==> src/rtl/core/mono_pixel_packer_lcd_writer_assert.svh <==
`ifndef MONO_PIXEL_PACKER_LCD_WRITER_ASSERT_SVH
`define MONO_PIXEL_PACKER_LCD_WRITER_ASSERT_SVH

// Same-cycle implication, disabled while in reset.
`define MPP_ASSERT_NOW(label, ante, cons, msg) \
	label: assert property (@(posedge clk) disable iff (!arst_n) (ante) |-> (cons)) \
		else $error(msg);

// Next-cycle implication, disabled while in reset.
`define MPP_ASSERT_NEXT(label, ante, cons, msg) \
	label: assert property (@(posedge clk) disable iff (!arst_n) (ante) |=> (cons)) \
		else $error(msg);

`endif

==> src/rtl/core/mpp_pkg.sv <==
`timescale 1ns / 1ps
`default_nettype none
package mpp_pkg;

	localparam int unsigned BYTE_W  = 8;
	localparam int unsigned ADDR_W  = 16;
	localparam int unsigned Q_DEPTH = 2;
	localparam int unsigned Q_PTR_W = 1;

	localparam logic [ADDR_W-1:0] GRAPHIC_BASE_RST = 16'h0000;
	localparam logic [BYTE_W-1:0] SET_ADDR_OPC_RST = 8'd36;
	localparam logic [BYTE_W-1:0] WRITE_OPC_RST    = 8'd192;
	localparam logic [BYTE_W-1:0] MSB_MASK         = 8'h80;
	localparam logic [2:0]        LAST_BIT_POS     = 3'd7;
	localparam logic [2:0]        FIRST_BIT_POS    = 3'd0;

	typedef enum logic [1:0] {
		CFG_GRAPHIC_BASE = 2'd0,
		CFG_SET_ADDR_OPC = 2'd1,
		CFG_WRITE_OPC    = 2'd2
	} cfg_index_t;

	// One write request queued between front and back.
	typedef struct packed {
		logic [ADDR_W-1:0] addr;
		logic [BYTE_W-1:0] data;
		logic              set_addr;
	} mpp_entry_t;

	typedef struct packed {
		logic [BYTE_W-1:0] set_addr;
		logic [BYTE_W-1:0] write_data;
	} mpp_opc_t;

	typedef enum logic [2:0] {
		BK_IDLE,
		BK_ADDR_LO,
		BK_ADDR_HI,
		BK_SET_CMD,
		BK_DATA,
		BK_WR_CMD
	} bk_state_t;

endpackage
`default_nettype wire

==> src/rtl/core/mpp_front.sv <==
`timescale 1ns / 1ps
`default_nettype none
module mpp_front import mpp_pkg::*; #(
	parameter int WIDTH_PIXELS = 240
) (
	input  wire logic              clk,
	input  wire logic              arst_n,
	input  wire logic              in_valid,
	output logic                   in_ready,
	input  wire logic [7:0]        pixel_x,
	input  wire logic [6:0]        pixel_y,
	input  wire logic              is_black,
	input  wire logic              flush,
	input  wire logic [ADDR_W-1:0] graphic_base,
	input  wire logic              q_ready,
	output logic                   q_push,
	output mpp_entry_t             q_entry
);

	localparam int LIN_W = $clog2(255 + 127 * WIDTH_PIXELS + 1);

	logic              v_s1;
	logic [7:0]        px_s1;
	logic [6:0]        py_s1;
	logic              black_s1;
	logic              flush_s1;
	logic [BYTE_W-1:0] pending_q;
	logic [ADDR_W-1:0] cached_q;

	logic [LIN_W-1:0]  linear;
	logic [2:0]        bitpos;
	logic [BYTE_W-1:0] mask;
	logic [BYTE_W-1:0] held;
	logic [BYTE_W-1:0] pending_d;
	logic [ADDR_W-1:0] addr;
	logic              emit;
	logic              need_addr;
	logic              go_s1;

	always_comb begin
		linear    = LIN_W'(px_s1) + LIN_W'(py_s1) * LIN_W'(WIDTH_PIXELS);
		bitpos    = linear[2:0];
		mask      = MSB_MASK >> bitpos;
		held      = (bitpos == FIRST_BIT_POS) ? '0 : pending_q;
		pending_d = black_s1 ? (held | mask) : (held & ~mask);
		addr      = graphic_base + ADDR_W'(linear[LIN_W-1:3]);
		emit      = (bitpos == LAST_BIT_POS) || flush_s1;
		need_addr = (addr != cached_q);
	end

	// a pixel that writes nothing never waits on the queue
	assign go_s1    = v_s1 && (!emit || q_ready);
	assign in_ready = !v_s1 || go_s1;
	assign q_push   = go_s1 && emit;
	assign q_entry  = '{addr: addr, data: pending_d, set_addr: need_addr};

	always_ff @(posedge clk or negedge arst_n) begin
		if (!arst_n) begin
			v_s1      <= 1'b0;
			pending_q <= '0;
			cached_q  <= '0;
		end else begin
			if (in_ready)
				v_s1 <= in_valid;
			if (go_s1) begin
				pending_q <= pending_d;
				if (emit && need_addr)
					cached_q <= addr;
			end
		end
	end

	always_ff @(posedge clk) begin
		if (in_valid && in_ready) begin
			px_s1    <= pixel_x;
			py_s1    <= pixel_y;
			black_s1 <= is_black;
			flush_s1 <= flush;
		end
	end

endmodule
`default_nettype wire

==> src/rtl/core/mpp_fifo.sv <==
`timescale 1ns / 1ps
`default_nettype none
module mpp_fifo import mpp_pkg::*; (
	input  wire logic       clk,
	input  wire logic       arst_n,
	input  wire logic       push,
	input  wire mpp_entry_t push_entry,
	output logic            push_ready,
	input  wire logic       pop,
	output logic            pop_valid,
	output mpp_entry_t      pop_entry
);

	mpp_entry_t         mem_q [Q_DEPTH];
	logic [Q_PTR_W-1:0] wr_ptr_q;
	logic [Q_PTR_W-1:0] rd_ptr_q;
	logic [Q_PTR_W:0]   count_q;

	function automatic logic [Q_PTR_W-1:0] ptr_inc(input logic [Q_PTR_W-1:0] p);
		ptr_inc = (p == Q_PTR_W'(Q_DEPTH - 1)) ? '0 : p + 1'b1;
	endfunction

	assign push_ready = (count_q != (Q_PTR_W + 1)'(Q_DEPTH));
	assign pop_valid  = (count_q != '0);
	assign pop_entry  = mem_q[rd_ptr_q];

	always_ff @(posedge clk or negedge arst_n) begin
		if (!arst_n) begin
			wr_ptr_q <= '0;
			rd_ptr_q <= '0;
			count_q  <= '0;
		end else begin
			if (push)
				wr_ptr_q <= ptr_inc(wr_ptr_q);
			if (pop)
				rd_ptr_q <= ptr_inc(rd_ptr_q);
			if (push && !pop)
				count_q <= count_q + 1'b1;
			else if (pop && !push)
				count_q <= count_q - 1'b1;
		end
	end

	always_ff @(posedge clk) begin
		if (push)
			mem_q[wr_ptr_q] <= push_entry;
	end

endmodule
`default_nettype wire

==> src/rtl/core/mpp_back.sv <==
`timescale 1ns / 1ps
`default_nettype none
module mpp_back import mpp_pkg::*; (
	input  wire logic               clk,
	input  wire logic               arst_n,
	input  wire logic               q_valid,
	input  wire mpp_entry_t         q_entry,
	output logic                    q_pop,
	input  wire mpp_opc_t           opc,
	output logic                    out_valid,
	input  wire logic               out_ready,
	output logic [BYTE_W-1:0]       bus_byte,
	output logic                    is_command,
	output logic                    last
);

	bk_state_t         state_q;
	bk_state_t         state_d;
	mpp_entry_t        entry_q;
	logic              out_valid_q;
	logic [BYTE_W-1:0] byte_q;
	logic              cmd_q;
	logic              last_q;

	logic              out_adv;
	logic              send;
	logic [BYTE_W-1:0] byte_d;
	logic              cmd_d;
	logic              last_d;

	assign out_adv = !out_valid_q || out_ready;
	assign send    = out_adv && (state_q != BK_IDLE);

	// take the next request from idle or while sending the final command
	always_comb begin
		state_d = state_q;
		q_pop   = 1'b0;
		case (state_q)
			BK_IDLE: begin
				if (q_valid) begin
					q_pop   = 1'b1;
					state_d = q_entry.set_addr ? BK_ADDR_LO : BK_DATA;
				end
			end
			BK_ADDR_LO: if (out_adv) state_d = BK_ADDR_HI;
			BK_ADDR_HI: if (out_adv) state_d = BK_SET_CMD;
			BK_SET_CMD: if (out_adv) state_d = BK_DATA;
			BK_DATA:    if (out_adv) state_d = BK_WR_CMD;
			BK_WR_CMD: begin
				if (out_adv) begin
					if (q_valid) begin
						q_pop   = 1'b1;
						state_d = q_entry.set_addr ? BK_ADDR_LO : BK_DATA;
					end else begin
						state_d = BK_IDLE;
					end
				end
			end
			default: state_d = BK_IDLE;
		endcase
	end

	always_comb begin
		byte_d = '0;
		cmd_d  = 1'b0;
		last_d = 1'b0;
		case (state_q)
			BK_ADDR_LO: byte_d = entry_q.addr[BYTE_W-1:0];
			BK_ADDR_HI: byte_d = entry_q.addr[ADDR_W-1:BYTE_W];
			BK_SET_CMD: begin
				byte_d = opc.set_addr;
				cmd_d  = 1'b1;
			end
			BK_DATA:    byte_d = entry_q.data;
			BK_WR_CMD: begin
				byte_d = opc.write_data;
				cmd_d  = 1'b1;
				last_d = 1'b1;
			end
			default: byte_d = '0;
		endcase
	end

	always_ff @(posedge clk or negedge arst_n) begin
		if (!arst_n) begin
			state_q     <= BK_IDLE;
			out_valid_q <= 1'b0;
		end else begin
			state_q <= state_d;
			if (send)
				out_valid_q <= 1'b1;
			else if (out_ready)
				out_valid_q <= 1'b0;
		end
	end

	always_ff @(posedge clk) begin
		if (q_pop)
			entry_q <= q_entry;
		if (send) begin
			byte_q <= byte_d;
			cmd_q  <= cmd_d;
			last_q <= last_d;
		end
	end

	assign out_valid  = out_valid_q;
	assign bus_byte   = byte_q;
	assign is_command = cmd_q;
	assign last       = last_q;

endmodule
`default_nettype wire

==> src/rtl/core/mono_pixel_packer_lcd_writer.sv <==
// A pixel that closes a byte passes the front-end register and a 2-deep queue to the byte
// sequencer, which registers its bytes onto the bus. Throughput: one pixel per cycle in; only
// a pixel that writes enters the queue or waits while it is full. The sequencer sends 5 bytes
// per write with an address reload and 2 without, one byte per cycle while out_ready is high.
// Reset (arst_n low, asynchronous) empties the pipeline and queue, clears the held byte
// and cached pointer, and loads the register defaults.
`timescale 1ns / 1ps
`default_nettype none
`include "mono_pixel_packer_lcd_writer_assert.svh"
module mono_pixel_packer_lcd_writer import mpp_pkg::*; #(
	parameter int WIDTH_PIXELS = 240
) (
	input  wire logic               clk,
	input  wire logic               arst_n,
	input  wire logic               cfg_valid,
	output logic                    cfg_ready,
	input  wire logic [1:0]         cfg_index,
	input  wire logic [ADDR_W-1:0]  cfg_data,
	input  wire logic               in_valid,
	output logic                    in_ready,
	input  wire logic [7:0]         pixel_x,
	input  wire logic [6:0]         pixel_y,
	input  wire logic               is_black,
	input  wire logic               flush,
	output logic                    out_valid,
	input  wire logic               out_ready,
	output logic [BYTE_W-1:0]       bus_byte,
	output logic                    is_command,
	output logic                    last
);

	logic [ADDR_W-1:0] graphic_base_q;
	mpp_opc_t          opc_q;

	logic       q_push;
	logic       q_ready;
	logic       q_pop;
	logic       q_valid;
	mpp_entry_t push_entry;
	mpp_entry_t pop_entry;

	assign cfg_ready = 1'b1;

	always_ff @(posedge clk or negedge arst_n) begin
		if (!arst_n) begin
			graphic_base_q   <= GRAPHIC_BASE_RST;
			opc_q.set_addr   <= SET_ADDR_OPC_RST;
			opc_q.write_data <= WRITE_OPC_RST;
		end else if (cfg_valid) begin
			case (cfg_index)
				CFG_GRAPHIC_BASE: graphic_base_q   <= cfg_data;
				CFG_SET_ADDR_OPC: opc_q.set_addr   <= cfg_data[BYTE_W-1:0];
				CFG_WRITE_OPC:    opc_q.write_data <= cfg_data[BYTE_W-1:0];
				default: ;
			endcase
		end
	end

	mpp_front #(
		.WIDTH_PIXELS(WIDTH_PIXELS)
	) u_front (
		.clk         (clk),
		.arst_n      (arst_n),
		.in_valid    (in_valid),
		.in_ready    (in_ready),
		.pixel_x     (pixel_x),
		.pixel_y     (pixel_y),
		.is_black    (is_black),
		.flush       (flush),
		.graphic_base(graphic_base_q),
		.q_ready     (q_ready),
		.q_push      (q_push),
		.q_entry     (push_entry)
	);

	mpp_fifo u_fifo (
		.clk       (clk),
		.arst_n    (arst_n),
		.push      (q_push),
		.push_entry(push_entry),
		.push_ready(q_ready),
		.pop       (q_pop),
		.pop_valid (q_valid),
		.pop_entry (pop_entry)
	);

	mpp_back u_back (
		.clk       (clk),
		.arst_n    (arst_n),
		.q_valid   (q_valid),
		.q_entry   (pop_entry),
		.q_pop     (q_pop),
		.opc       (opc_q),
		.out_valid (out_valid),
		.out_ready (out_ready),
		.bus_byte  (bus_byte),
		.is_command(is_command),
		.last      (last)
	);

	`MPP_ASSERT_NOW(a_push_not_full, q_push, q_ready, "request pushed into a full queue")
	`MPP_ASSERT_NOW(a_pop_not_empty, q_pop, q_valid, "request popped from an empty queue")
	`MPP_ASSERT_NOW(a_last_is_cmd, out_valid && last, is_command, "last byte is not a command")
	`MPP_ASSERT_NEXT(a_write_follows_data, out_valid && out_ready && !last && !is_command && !q_pop,
		out_valid || !out_ready, "byte run broken before its write command")

endmodule
`default_nettype wire
==> config.mk <==
export PLATFORM = sky130hd
export DESIGN_NAME = mono_pixel_packer_lcd_writer
export DESIGN_NICKNAME = d
export VERILOG_FILES = /design/src/rtl/core/mpp_pkg.sv /design/src/rtl/core/mpp_front.sv /design/src/rtl/core/mpp_fifo.sv /design/src/rtl/core/mpp_back.sv /design/src/rtl/core/mono_pixel_packer_lcd_writer.sv
export VERILOG_INCLUDE_DIRS = /design/src /design/src/rtl/core
export SDC_FILE = /design/constraint.sdc
export NUM_CORES = 1
export LEC_CHECK = 0
export ABC_AREA = 1
export BUFFER_PORTS_ARGS = -buffer_cell sky130_fd_sc_hd__buf_2
export CELL_PAD_IN_SITES_DETAIL_PLACEMENT = 1
export CELL_PAD_IN_SITES_GLOBAL_PLACEMENT = 1
export CORE_UTILIZATION = 52
export CTS_CLUSTER_DIAMETER = 150
export DETAILED_ROUTE_END_ITERATION = 10
export GPL_TIMING_DRIVEN = 1
export PLACE_DENSITY = 0.91
export SYNTH_ARGS = -nofsm -noshare
export SYNTH_HDL_FRONTEND = slang
export SYNTH_SLANG_ARGS = --single-unit
==> constraint.sdc <==
create_clock -name clk -period 8.6 [get_ports clk]
set_input_delay 0.86 -clock clk [delete_from_list [all_inputs] [get_ports clk]]
set_output_delay 0.86 -clock clk [all_outputs]
set_load 0.05 [all_outputs]
# ---- Word-level counts from Yosys, hierarchy flattened
# Memory sizes are Yosys's and may differ from the RTL's.
# Index checks and enable logic that the tools add are counted.
dict set report op_classes {
  n_addsub 6
  mul 1
  n_div 0
  order_cmp 0
  eq_ne 16
  n_shift 1
  muxes 25
  n_bitwise 3
  n_reduce_logical 29
}
# op n
set ops {}
lappend ops {{$pmux 8 s5} 1}
lappend ops {{$mux 3} 8}
lappend ops {{$pmux 3 s6} 1}
lappend ops {{$add 16x12->16} 1}
lappend ops {{$mux 8} 2}
lappend ops {{$ne 16x16->1} 1}
lappend ops {{$add 8x15->15} 1}
lappend ops {{$mul 7x4->11 const B} 1}
lappend ops {{$mux 1} 10}
lappend ops {{$ne 2x1->1 const B} 5}
lappend ops {{$eq 3x3->1 const B} 3}
lappend ops {{$and 8x8->8} 1}
lappend ops {{$not 8->8} 1}
lappend ops {{$or 8x8->8} 1}
lappend ops {{$reduce_and 2->1} 4}
lappend ops {{$shr 8x3->8 const A} 1}
lappend ops {{$logic_and 1x1->1} 7}
lappend ops {{$eq 3x2->1 const B} 2}
lappend ops {{$logic_not 3->1} 2}
lappend ops {{$reduce_and 6->1} 1}
lappend ops {{$reduce_bool 2->1} 3}
lappend ops {{$logic_not 1->1} 5}
lappend ops {{$logic_or 1x1->1} 4}
lappend ops {{$mux 2} 2}
lappend ops {{other kinds (11)} 13}
dict set report word_totals {
  ff_bits 116
  latchBits 0
  ramBits 50
  mem_bits_ro 0
  in_bits 40
  elab_cells 102
  memories 1
}
# memory words word_bits read_ports rd_ports_with_merged_regs wr line
set memory_table {}
lappend memory_table {u_fifo.mem_q 2 25 1 0 1 mpp_fifo.sv:14} ;# mpp_entry_t mem_q [Q_DEPTH];

# ---- Depth between registers and ports, before layout
# Gate-level depths: netlist of run 1.
dict set report logic_depth {
  word_depth 12
  mapped_depth 33
}

# ---- Hierarchy
# Synthesis of run 1 repeated with hierarchy kept, for this count alone.
dict set report hier_totals {
  hier_cells 946
  area_unflattened_um2 9019.9
}
# mod instances cells_per_inst area_per_inst_um2 seq_area_each_um2
set by_module_without_submodules {}
lappend by_module_without_submodules {mpp_front 1 555 3953.8 1136.1}
lappend by_module_without_submodules {mpp_fifo 1 103 2112.0 1601.5}
lappend by_module_without_submodules {mpp_back 1 144 1591.5 1121.1}
lappend by_module_without_submodules {mono_pixel_packer_lcd_writer 1 144 1362.6 805.8}

# ---- Worst setup path before layout of run 1
# Ideal clock, no wire load.
dict set report synth_timing {
  path_kind {register to register}
  from {register u_front.py_s1[0]}
  to {register u_front.cached_q[5]}
  arrival_time_ns 4.919
  slack_ns 3.563
  path_stages_with_launch 29
  n_path_buf 1
  cell_sequence {edfxtp_1 -> fa_1 -> fa_1 -> inv_1 -> fa_1 -> inv_1 -> ha_1 -> nand2_1 -> o21ai_0 -> nand3_1 -> nor2_1 -> nand2_1 -> nor2_1 -> nand2_1 -> xor2_1 -> ha_1 -> a21oi_1 -> nor2_1 -> a21oi_1 -> nand3_1 -> nand3_1 -> nand2_1 -> nor2_1 -> nand2_1 -> nor2_4 -> nand2_4 -> buf_4 -> nand3_1 -> nand2_1}
}
dict set report synth_via {
  elab_chain_cells 6
}
# item line
set synth_lines {}
lappend synth_lines {{start, declared} mpp_front.sv:24} ;# logic [6:0] py_s1;
lappend synth_lines {{start signal, assigned} mpp_front.sv:76} ;# py_s1 <= pixel_y;
lappend synth_lines {{$mul 7x4->11 (*)} mpp_front.sv:41} ;# linear = LIN_W'(px_s1) + LIN_W'(py_s1) * LIN_W'(WIDTH_PIXELS);
lappend synth_lines {{$add 8x15->15 (*)} mpp_front.sv:41}
lappend synth_lines {{$add 16x12->16 (*)} mpp_front.sv:46} ;# addr = graphic_base + ADDR_W'(linear[LIN_W-1:3]);
lappend synth_lines {{$ne 16x16->1} mpp_front.sv:48} ;# need_addr = (addr != cached_q);
lappend synth_lines {{$logic_and 1x1->1} mpp_front.sv:67} ;# if (emit && need_addr)
lappend synth_lines {{$reduce_and 2->1 (no line)} n/a}
lappend synth_lines {{end signal, assigned} mpp_front.sv:68} ;# cached_q <= addr;
lappend synth_lines {{end, declared} mpp_front.sv:28} ;# logic [ADDR_W-1:0] cached_q;
# Mark *: on every way between the ends. The rest lies on a longest branch, timed or not.
# A chain may end at the register's enable or synchronous reset.

==> run summary, run 1 <==
post-route ant nets - 0
GR Overflow Total - 0
Final Hold Viols - 0
first-pass GRT wire length - 37200 um
Die ar. - 0.0173 mm^2
GP Congestion - 0.896
Crit. End Element - flip-flop
Arr. time, crit path - 6.27 ns
max-cap viol count - 0
Async S/R FF share, synth - 39.2%
Nets - 1041
Post-Synthesis Cells - 896
number of fill cells in the layout - 1829
H-tree depth - 4
clk sinks - 166
setup TNS - 0 ns
most used cell, CP - nand2_1
timing-limited maximum frequency - 169 MHz
Synth Warn # - 0
Top delay family on crit path - simple AND/OR/NAND/NOR gates
DRT Pass-1 Iters - 5
share of cells above drive strength 1 - 15.2%
root buf cell - clkbuf_16
min Tclk post-route - 5.91 ns
critical path's slowest cell - fa_1
Die Height - 131 um
number of remaining DRC errors - 0
Setup CP Type - flip-flop to flip-flop
hold buffers post-CTS - 0
Mapped Area - 0.00870 mm^2
most common cell after layout, fill and taps aside - nand2_1
vias - 6715
outcome - completed
CP peak stage delay - 0.56 ns
clk_skew - 0.0147 ns
Crit Path Max Fanout - 17
TritonCTS buffer count - 17
slew margin rel. - 19.3%
Critical path buffers and inverters - 3
Final Max Tran Viols - 0
GRT Overall Usage - 28.2%
initial antenna violation count - 0
largest net degree at the start of global routing - 66
Min-Delay Path Class - flip-flop to flip-flop
total wire length - 23100 um
Skew-Pair Late Insertion Delay - 0.45 ns
commonest non-fill, non-tap cells in the layout - nand2_1, inv_1, edfxtp_1
WP data required - 8.96 ns
Post-CTS Setup Inserts - 0
Initial Util - 54.0%
via-per-instance ratio - 5.67
Rows - 46
WL/cell - 19.5 um
Antenna diodes - 0
synth unique cells - 45
register area share after synthesis - 53.6%
DRT iter0 DRCs - 528
vias in the first global route - 7288
period utilisation layout - 68.7%
Layout area overhead - 12.7%
post_cts resized - 0
Synth Flop Type - edfxtp_1
Max clock buf depth - 2
FF-to-FF setup slack - 2.69 ns
DP HPWL - 16000 um
Post-synth EDFFs - 101
Final setup viols - 0
Chip Width - 131 um
clock edge transition at the registers on the reported setup and hold paths - 0.07 ns
Synth Register Bits - 166
Core Area - 0.0161 mm^2
RSZ-0062 raised after global routing - false
Avg Inst Size Synth - 9.71 um^2
startpoint types - flip-flop
Worst Max-Slew Pin Slew - 1.20 ns
port buffer count - 51
number of top-level pins - 53
syn nets - 981
CTS tree - yes
-- routing by layer --
| metal | wire length, um | part of all wire (%) | global-route usage, % |
|---|---|---|---|
| met5 | 0 | 0 | 0 |
| met4 | 879 | 3.8 | 13.7 |
| met3 | 995 | 4.3 | 5.17 |
| met1 | 9260 | 40 | 32.4 |
| met2 | 11900 | 52 | 50.7 |
-- Yosys cell counts, types with 13 or more instances --
cell,number,area share [%]
mux2_2,29,3.8
dfrtp_1,61,18
edfxtp_1,101,35
a21oi_1,24,1.4
fa_1,13,3.0
nand3_1,79,4.5
xor2_1,13,1.3
inv_1,130,5.6
ha_1,32,4.6
o21ai_0,41,2.4
nor2_1,44,1.9
nand4_1,14,1.0
nand2_1,226,9.7
-- flip-flops by register name, summed over array words and instances, names as in the netlist, 2 cells and up --
register	flops
u_fifo.mem_q	50
u_front.py_s1	7
u_front.cached_q	16
graphic_base_q	16
u_front.px_s1	8
u_fifo.count_q	2
opc_q	16
u_back.bus_byte	8
u_back.entry_q	24
u_front.pending_q	8
u_back.state_q	3
-- per-stage QoR --
stage | hold WS, ns | setup slack, ns | std cells | utilization, % | area [um^2]
global route | 0.504 | 2.31 | 1185 | 60.9 | 9810
finish | 0.482 | 2.69 | 1185 | 60.9 | 9810
detailed placement | 0.465 | 2.85 | 1153 | 57.0 | 9190
CTS | 0.480 | 2.67 | 1185 | 60.9 | 9810
floorplan | 0.442 | 3.56 | 896 | - | 8700
global placement | 0.457 | 3.13 | 1153 | 57.0 | 9190
-- worst register-to-register path: cells and delay by family (launching register included) --
family          cells  cell delay, ns
simple gates       18            2.38
fa+ha+maj           5            2.33
flops               1            0.46
compound gates      1            0.33
xor+xnor            1            0.18
buf+inv             3            0.16
-- cell families after synthesis --
| logic type | share of synthesized area (%) |
|---|---|
| AOI/OAI and AO/OA | 5.34 |
| muxes | 3.75 |
| DFF | 53.6 |
| adders and majority gates | 7.59 |
| other | 0.0431 |
| xor gates and xnor gates | 2.76 |
| and+or+nand+nor | 20.4 |
| buffers and inverters | 6.53 |
-- path summary, 6_finish.rpt --
kind	end	cells after the start	startpoint
min in group asynchronous	u_back.state_q[0]$_DFFE_PN0P_	2	arst_n
max in group asynchronous	graphic_base_q[14]$_DFFE_PN0P_	2	arst_n
max	u_front.cached_q[4]$_DFFE_PN0P_	28	u_front.py_s1[0]$_DFFE_PP_
min reg2reg	u_front.pending_q[2]$_DFFE_PN0P_	2	u_front.pending_q[2]$_DFFE_PN0P_
max reg2reg	u_front.cached_q[4]$_DFFE_PN0P_	28	u_front.py_s1[0]$_DFFE_PP_
min	u_front.pending_q[2]$_DFFE_PN0P_	2	u_front.pending_q[2]$_DFFE_PN0P_
-- final cells by class --
class | instances | area [um^2] | area share [%]
sequential | 166 | 4660 | 47.6
multi-input combinational | 584 | 3470 | 35.4
inverter | 132 | 495 | 5.05
clock buffer | 17 | 425 | 4.34
timing repair buffer | 55 | 285 | 2.91
tap | 216 | 270 | 2.76
clock inverter | 15 | 193 | 1.96
Power of run 1 is left out: the tool's default activity adds up to more than one toggle a clock period on the data nets, which glitch-free logic cannot reach.
==> inputs of run 2 (changes only) <==
ABC_AREA = 0   (was 1)
CORE_UTILIZATION = 50   (was 52)
PLACE_DENSITY = 0.85   (was 0.91)
clock period = 6.1 ns   (was 8.6 ns; I/O delays follow)
==> run summary, run 2 <==
Max clock buf depth - 2 (unchanged)
pre-CTS setup slack - -0.454 ns (was 2.85 ns)
initial antenna violation count - 0 (unchanged)
critical-path cell list - fa_1 > fa_1 > inv_1 > fa_1 > inv_1 > ha_2 > o21ai_0 > a21oi_1 > and4_1 > xor2_1 > ha_1 > nand2_1 > o21ai_0 > a21oi_1 > a2bb2oi_2 > xnor3_1 > buf_4 > nor4b_1 > nand4_1
Post-synth top cells - edfxtp_1, mux2_2, dfrtp_1, inv_1, a21oi_1 (was nand2_1, inv_1, edfxtp_1, nand3_1, dfrtp_1)
Antenna diodes - 0 (unchanged)
Async S/R FF share, synth - 39.2% (unchanged)
syn nets - 803 (was 981)
Final setup viols - 0 (unchanged)
CP peak stage delay - 0.54 ns (was 0.56 ns)
via-per-instance ratio - 5.95 (was 5.67)
number of flip-flops in the largest register - 50 (unchanged)
post-route ant nets - 0 (unchanged)
hold buffers post-CTS - 0 (unchanged)
TritonCTS buffer count - 17 (unchanged)
Nets - 854 (was 1041)
timing-limited maximum frequency - 169 MHz (about the same)
Biggest register - u_fifo.mem_q (unchanged)
Synth Warn # - 0 (unchanged)
Core Area - 0.0173 mm^2 (was 0.0161 mm^2)
share of cells above drive strength 1 - 25.8% (was 15.2%)
WP data required - 6.20 ns (was 8.96 ns)
Final WS setup - 0.186 ns (was 2.69 ns)
CTS tree - yes (unchanged)
port buffer count - 51 (unchanged)
utilization after layout - 58.2% (was 60.9%)
dominant cells by area after synthesis - edfxtp_1, dfrtp_1, mux2_2 (was edfxtp_1, dfrtp_1, nand2_1)
DRT iter0 DRCs - 298 (was 528)
Crit. End Element - flip-flop (unchanged)
GR Overflow Total - 0 (unchanged)
Rows - 48 (was 46)
vias in the first global route - 6460 (was 7288)
Die Height - 135 um (was 131 um)
max-cap viol count - 0 (unchanged)
Mapped Area - 0.00884 mm^2 (was 0.00870 mm^2)
Die ar. - 0.0182 mm^2 (was 0.0173 mm^2)
Min-Delay Path Class - input pin to flip-flop (was flip-flop to flip-flop)
Setup CP Type - flip-flop to flip-flop (unchanged)
post-synth top area share - 34.3% (was 34.9%)
commonest non-fill, non-tap cells in the layout - edfxtp_1, mux2_2, dfrtp_1 (was nand2_1, inv_1, edfxtp_1)
Yosys top cell by area - edfxtp_1 (unchanged)
number of top-level pins - 53 (unchanged)
most used cell, CP - fa_1 (was nand2_1)
Placement Cell Area - 0.00932 mm^2 (was 0.00919 mm^2)
Skew-Pair Late Insertion Delay - 0.44 ns (was 0.45 ns)
number of remaining DRC errors - 0 (unchanged)
Chip Width - 135 um (was 131 um)
most frequent cell after synthesis - edfxtp_1 (was nand2_1)
critical path's slowest cell - fa_1 (unchanged)
Avg Inst Size Synth - 12.3 um^2 (was 9.71 um^2)
DRT Pass-1 Iters - 5 (unchanged)
Final Hold Viols - 0 (unchanged)
clk sinks - 166 (unchanged)
first-pass GRT wire length - 35700 um (was 37200 um)
Final Max Tran Viols - 0 (unchanged)
Top Registers - u_fifo.mem_q (50), u_back.entry_q (24) (unchanged)
Arr. time, crit path - 6.02 ns (was 6.27 ns)
register area share after synthesis - 52.8% (was 53.6%)
Initial Util - 51.1% (was 54.0%)
outcome - completed (unchanged)
GP Congestion - 0.822 (was 0.896)
Post-synth EDFFs - 101 (unchanged)
Worst Max-Slew Pin Slew - 1.28 ns (was 1.20 ns)
Design Area, Final - 0.0101 mm^2 (was 0.00981 mm^2)
RSZ-0062 raised after global routing - true (was false)
Post-Synthesis Cells - 718 (was 896)
root buf cell - clkbuf_16 (unchanged)
Synth Flop Type - edfxtp_1 (unchanged)
vias - 5994 (was 6715)
most common cell after layout, fill and taps aside - edfxtp_1 (was nand2_1)
largest net degree at the start of global routing - 66 (unchanged)
Synth Register Bits - 166 (unchanged)
clk_skew - 0.0140 ns (was 0.0147 ns)
period utilisation layout - 96.9% (was 68.7%)
DP HPWL - 15900 um (was 16000 um)
GRT Overall Usage - 26.4% (was 28.2%)
startpoint types - flip-flop (unchanged)
slew margin rel. - 14.5% (was 19.3%)
hold_ws - 0.350 ns (was 0.482 ns)
WL/cell - 22.6 um (was 19.5 um)
clock edge transition at the registers on the reported setup and hold paths - 0.07 ns (about the same)
total wire length - 22700 um (was 23100 um)
synth unique cells - 63 (was 45)
min Tclk post-route - 5.91 ns (about the same)
Crit Path Max Fanout - 14 (was 17)
H-tree depth - 4 (unchanged)
Layout area overhead - 13.9% (was 12.7%)
[run 2: cell count changes after synthesis, moves of 10 or more]
cell      change
clkbuf_1     +10
nand2_2      -10
nand2_1     -197
a31o_1       +26
o21ai_0      -19
o22ai_1      +10
nand3_1      -70
xnor2_1      +16
nor2_1       -12
inv_1        -85
a21oi_1      +10
xor2_1       +10
nor2b_1      +27
mux2_2       +42
[run 2: repair_timing]
action                                  4_1_cts  5_1_grt
gates resized for setup                       4       19
pin swaps                                     1        7
buffers inserted                              3        2
endpoints found under the setup margin       15       15
[run 2: cell type report]
| type | instances | area, um^2 |
|---|---|---|
| multi-input combinational | 472 | 3970 |
| fill | 1788 | 7230 |
| inverter | 45 | 169 |
| sequential | 166 | 4660 |
| tap | 225 | 282 |
| timing repair buffer | 67 | 375 |
| clock inverter | 15 | 186 |
| clock buffer | 17 | 425 |
[run 2: worst max-delay path: cells and delay by family, from the launching register on]
kind / cells / cell delay, ns
AND/OR/NAND/NOR: 4 / 0.98
AO/OA/AOI/OAI: 5 / 1.00
flip-flops: 1 / 0.46
adder cells (fa/ha/maj): 5 / 2.29
XOR/XNOR: 2 / 0.49
buffers and inverters: 3 / 0.36
[run 2: worst paths after layout]
| path | slack, ns | cells after the start | to | start |
|---|---|---|---|---|
| min in group asynchronous | 0.38 | 2 | u_front.pending_q[0]$_DFFE_PN0P_ | arst_n |
| setup reg to reg | 0.19 | 19 | u_fifo.mem_q[0][0]$_DFFE_PP_ | u_front.py_s1[0]$_DFFE_PP_ |
| setup / recovery | 0.19 | 19 | u_fifo.mem_q[0][0]$_DFFE_PP_ | u_front.py_s1[0]$_DFFE_PP_ |
| max in group asynchronous | 5.11 | 2 | graphic_base_q[7]$_DFFE_PN0P_ | arst_n |
| hold / removal | 0.35 | 1 | u_front.py_s1[1]$_DFFE_PP_ | pixel_y[1] |
| hold reg to reg | 0.52 | 1 | opc_q[5]$_DFFE_PN0P_ | opc_q[5]$_DFFE_PN0P_ |
[run 2: metrics by stage]
step,cells,TNS [ns]
2_1_floorplan,718,0
4_1_cts,1005,0
5_1_grt,1007,-0.163
3_3_place_gp,970,0
3_5_place_dp,970,-5.95
6_report,1007,0
[run 2: kinds of logic after synthesis]
logic type | share of synthesized area [%]
flops | 52.8
simple gates | 8.97
compound gates | 11.6
mux | 10.1
buf+inv | 3.75
xor+xnor | 5.36
fa+ha+maj | 7.47
other cells | 0.0424
[run 2: per-layer routing]
layer / wire (um) / track usage, % / vias to the layer above
li1: - / - / 2718
met1: 9330 / 31.1 / 3112
met2: 12400 / 49.1 / 133
met3: 576 / 3.90 / 31
met4: 388 / 8.55 / 0
met5: 0 / 0 / -
Power of run 2 is left out for the same reason.
==> inputs of run 3 (changes only) <==
--- a/config.mk
+++ b/config.mk
@@ -9,2 +9,3 @@
 export ABC_AREA = 0
+export ABC_CLOCK_PERIOD_IN_PS = 5000
 export BUFFER_PORTS_ARGS = -buffer_cell sky130_fd_sc_hd__buf_2
@@ -12,3 +13,3 @@
 export CELL_PAD_IN_SITES_GLOBAL_PLACEMENT = 1
-export CORE_UTILIZATION = 50
+export CORE_UTILIZATION = 45
 export CTS_CLUSTER_DIAMETER = 150
@@ -16,3 +17,3 @@
 export GPL_TIMING_DRIVEN = 1
-export PLACE_DENSITY = 0.85
+export PLACE_DENSITY = 0.81
 export SYNTH_ARGS = -nofsm -noshare
==> constraint.sdc (replaced) <==
create_clock -name clk -period 5 [get_ports clk]
set_input_delay 1 -clock clk [delete_from_list [all_inputs] [get_ports clk]]
set_output_delay 1 -clock clk [all_outputs]
set_load 0.05 [all_outputs]
==> run summary, run 3 (synthesis results as in run 2) <==
WL/cell - 22.6 um (about the same)
post-route ant nets - 0 (unchanged)
min-delay src - opc_q[0]$_DFFE_PN0P_ (was pixel_y[1])
Critical path buffers and inverters - 4 (was 3)
startpoint types - flip-flop (unchanged)
number of remaining DRC errors - 0 (unchanged)
vias in the first global route - 6944 (was 6460)
number of flip-flops in the largest register - 50 (unchanged)
DP HPWL - 16700 um (was 15900 um)
Arr. time, crit path - 5.96 ns (was 6.02 ns)
H-tree depth - 4 (unchanged)
pre-CTS setup slack - -0.514 ns (was -0.454 ns)
Rows - 50 (was 48)
clock edge transition at the registers on the reported setup and hold paths - 0.07 ns (about the same)
Setup CP Type - flip-flop to flip-flop (unchanged)
Top delay family on crit path - adder cells (unchanged)
critical-path cell list - fa_1 > fa_1 > inv_2 > fa_2 > inv_2 > a21oi_1 > o21bai_1 > a21o_1 > a21oi_4 > o21ai_1 > xor2_2 > xnor2_4 > ha_4 > buf_6 > a21oi_4 > nand2_2 > o2111ai_2 > o41ai_4 > xnor3_1 > and4_4 > nand3b_1 > buf_6 > a31o_4 (was fa_1 > fa_1 > inv_1 > fa_1 > inv_1 > ha_2 > o21ai_0 > a21oi_1 > and4_1 > xor2_1 > ha_1 > nand2_1 > o21ai_0 > a21oi_1 > a2bb2oi_2 > xnor3_1 > buf_4 > nor4b_1 > nand4_1)
period utilisation layout - 113% (was 96.9%)
Min-Delay Path Class - flip-flop to flip-flop (was input pin to flip-flop)
Top Registers - u_fifo.mem_q (50), u_back.entry_q (24) (unchanged)
failing checks - negative setup slack
WP depth - 23 (was 19)
Critical Path Sink - u_front.cached_q[2]$_DFFE_PN0P_ (was u_fifo.mem_q[0][0]$_DFFE_PP_)
Biggest register - u_fifo.mem_q (unchanged)
worst r2r dst - u_front.cached_q[2]$_DFFE_PN0P_ (was u_fifo.mem_q[0][0]$_DFFE_PP_)
CTS tree - yes (unchanged)
number of top-level pins - 53 (unchanged)
commonest non-fill, non-tap cells in the layout - edfxtp_1, buf_4, mux2_2 (was edfxtp_1, mux2_2, dfrtp_1)
Chip Width - 142 um (was 135 um)
GR Overflow Total - 0 (unchanged)
worst setup path start - u_front.py_s1[2]$_DFFE_PP_ (was u_front.py_s1[0]$_DFFE_PP_)
critical path's slowest cell - fa_1 (unchanged)
Post-Place Cells - 1073 (was 970)
Max clock buf depth - 2 (unchanged)
largest net degree at the start of global routing - 36 (was 66)
Die Height - 142 um (was 135 um)
fin cells - 1120 (was 1007)
CP peak stage delay - 0.61 ns (was 0.54 ns)
hold buffers post-CTS - 0 (unchanged)
clk sinks - 166 (unchanged)
Nets - 932 (was 854)
max-cap viol count - 0 (unchanged)
Crit Path Max Fanout - 7 (was 14)
Crit. End Element - flip-flop (unchanged)
WP data required - 5.33 ns (was 6.20 ns)
R2R cell count - 23 (was 19)
Placement Cell Area - 0.00998 mm^2 (was 0.00932 mm^2)
setup TNS - -9.28 ns (was 0 ns)
Die ar. - 0.0202 mm^2 (was 0.0182 mm^2)
port buffer count - 51 (unchanged)
vias - 6418 (was 5994)
Final WS setup - -0.630 ns (was 0.186 ns)
DRT iter0 DRCs - 283 (was 298)
DRT Pass-1 Iters - 4 (was 5)
Final Max Tran Viols - 0 (unchanged)
Worst Max-Slew Pin Slew - 1.25 ns (was 1.28 ns)
Design Area, Final - 0.0111 mm^2 (was 0.0101 mm^2)
via-per-instance ratio - 5.73 (was 5.95)
Layout area overhead - 25.9% (was 13.9%)
slew margin rel. - 17.0% (was 14.5%)
GRT Overall Usage - 25.6% (was 26.4%)
initial antenna violation count - 0 (unchanged)
share of cells above drive strength 1 - 39.7% (was 25.8%)
FF-to-FF setup slack - -0.63 ns (was 0.19 ns)
min Tclk post-route - 5.63 ns (was 5.91 ns)
Initial Util - 46.6% (was 51.1%)
most common cell after layout, fill and taps aside - edfxtp_1 (unchanged)
timing-limited maximum frequency - 178 MHz (was 169 MHz)
TritonCTS buffer count - 17 (unchanged)
Final setup viols - 18 (was 0)
clk_skew - 0.00797 ns (was 0.0140 ns)
RSZ-0062 raised after global routing - true (unchanged)
Final Hold Viols - 0 (unchanged)
number of fill cells in the layout - 1918 (was 1788)
first-pass GRT wire length - 38100 um (was 35700 um)
Antenna diodes - 0 (unchanged)
FF-to-FF Start - u_front.py_s1[2]$_DFFE_PP_ (was u_front.py_s1[0]$_DFFE_PP_)
Skew-Pair Late Insertion Delay - 0.45 ns (was 0.44 ns)
root buf cell - clkbuf_16 (unchanged)
total wire length - 25300 um (was 22700 um)
Core Area - 0.0190 mm^2 (was 0.0173 mm^2)
GP Congestion - 0.872 (was 0.822)
outcome - finished, violations left (was completed)
==> run 3: cell count changes in the layout (fill, tap and decap cells not counted), sizes merged <==
cell / previous run / this run
clkinv: 4 / 8
bufinv: 2 / 0
clkinvlp: 2 / 0
buf: 67 / 145
clkbuf: 17 / 18
inv: 52 / 51
==> run 3: worst register-to-register path, stage by stage, from the launching register on <==
cell and delay (ns):
edfxtp_1 0.45, fa_1 0.55, fa_1 0.61, inv_2 0.06, fa_2 0.37, inv_2 0.07, a21oi_1 0.06, o21bai_1 0.29
a21o_1 0.21, a21oi_4 0.09, o21ai_1 0.24, xor2_2 0.28, xnor2_4 0.17, ha_4 0.26, buf_6 0.13, a21oi_4 0.15
nand2_2 0.09, o2111ai_2 0.25, o41ai_4 0.14, xnor3_1 0.25, and4_4 0.23, nand3b_1 0.13, buf_6 0.18, a31o_4 0.24
==> run 3: through the flow <==
stage | hold WS [ns] | utilization, %
after global routing | 0.531 | 58.7
after CTS | 0.509 | 57.1
after floorplan | 0.456 | -
after detailed placement | 0.495 | 52.7
final | 0.509 | 58.7
after global placement | 0.482 | 52.7
==> run 3: worst min path at each step <==
stage	slack (ns)	to	cells after the start
2_1_floorplan	0.46	u_fifo.wr_ptr_q$_DFFE_PN0P_	1
3_3_place_gp	0.48	u_front.pending_q[6]$_DFFE_PN0P_	1
3_5_place_dp	0.50	opc_q[2]$_DFFE_PN0P_	1
4_1_cts	0.51	opc_q[0]$_DFFE_PN0P_	1
5_1_grt	0.53	opc_q[15]$_DFFE_PN0P_	1
6_report	0.51	opc_q[0]$_DFFE_PN0P_	1
==> run 3: repair_timing <==
action                                  CTS  global route
pin swaps                                16            37
gates resized for setup                  50            45
buffers inserted                          6             8
cloned                                    1             0
endpoints found under the setup margin   18            30
==> run 3: area by class of cell <==
class / instances / area, um^2 / area share, %
inverter: 45 / 169 / 1.52
tap: 260 / 325 / 2.92
multi-input combinational: 472 / 4460 / 40.1
timing repair buffer: 145 / 983 / 8.84
sequential: 166 / 4660 / 41.9
clock buffer: 18 / 429 / 3.86
clock inverter: 14 / 96.3 / 0.866
==> run 3: metal layers <==
layer | global-route usage, % | share of wire (%)
met1 | 29.9 | 39
met2 | 45.6 | 53
met3 | 4.81 | 4.3
met4 | 11.8 | 3.8
met5 | 0 | 0
Power of run 3 is left out for the same reason.
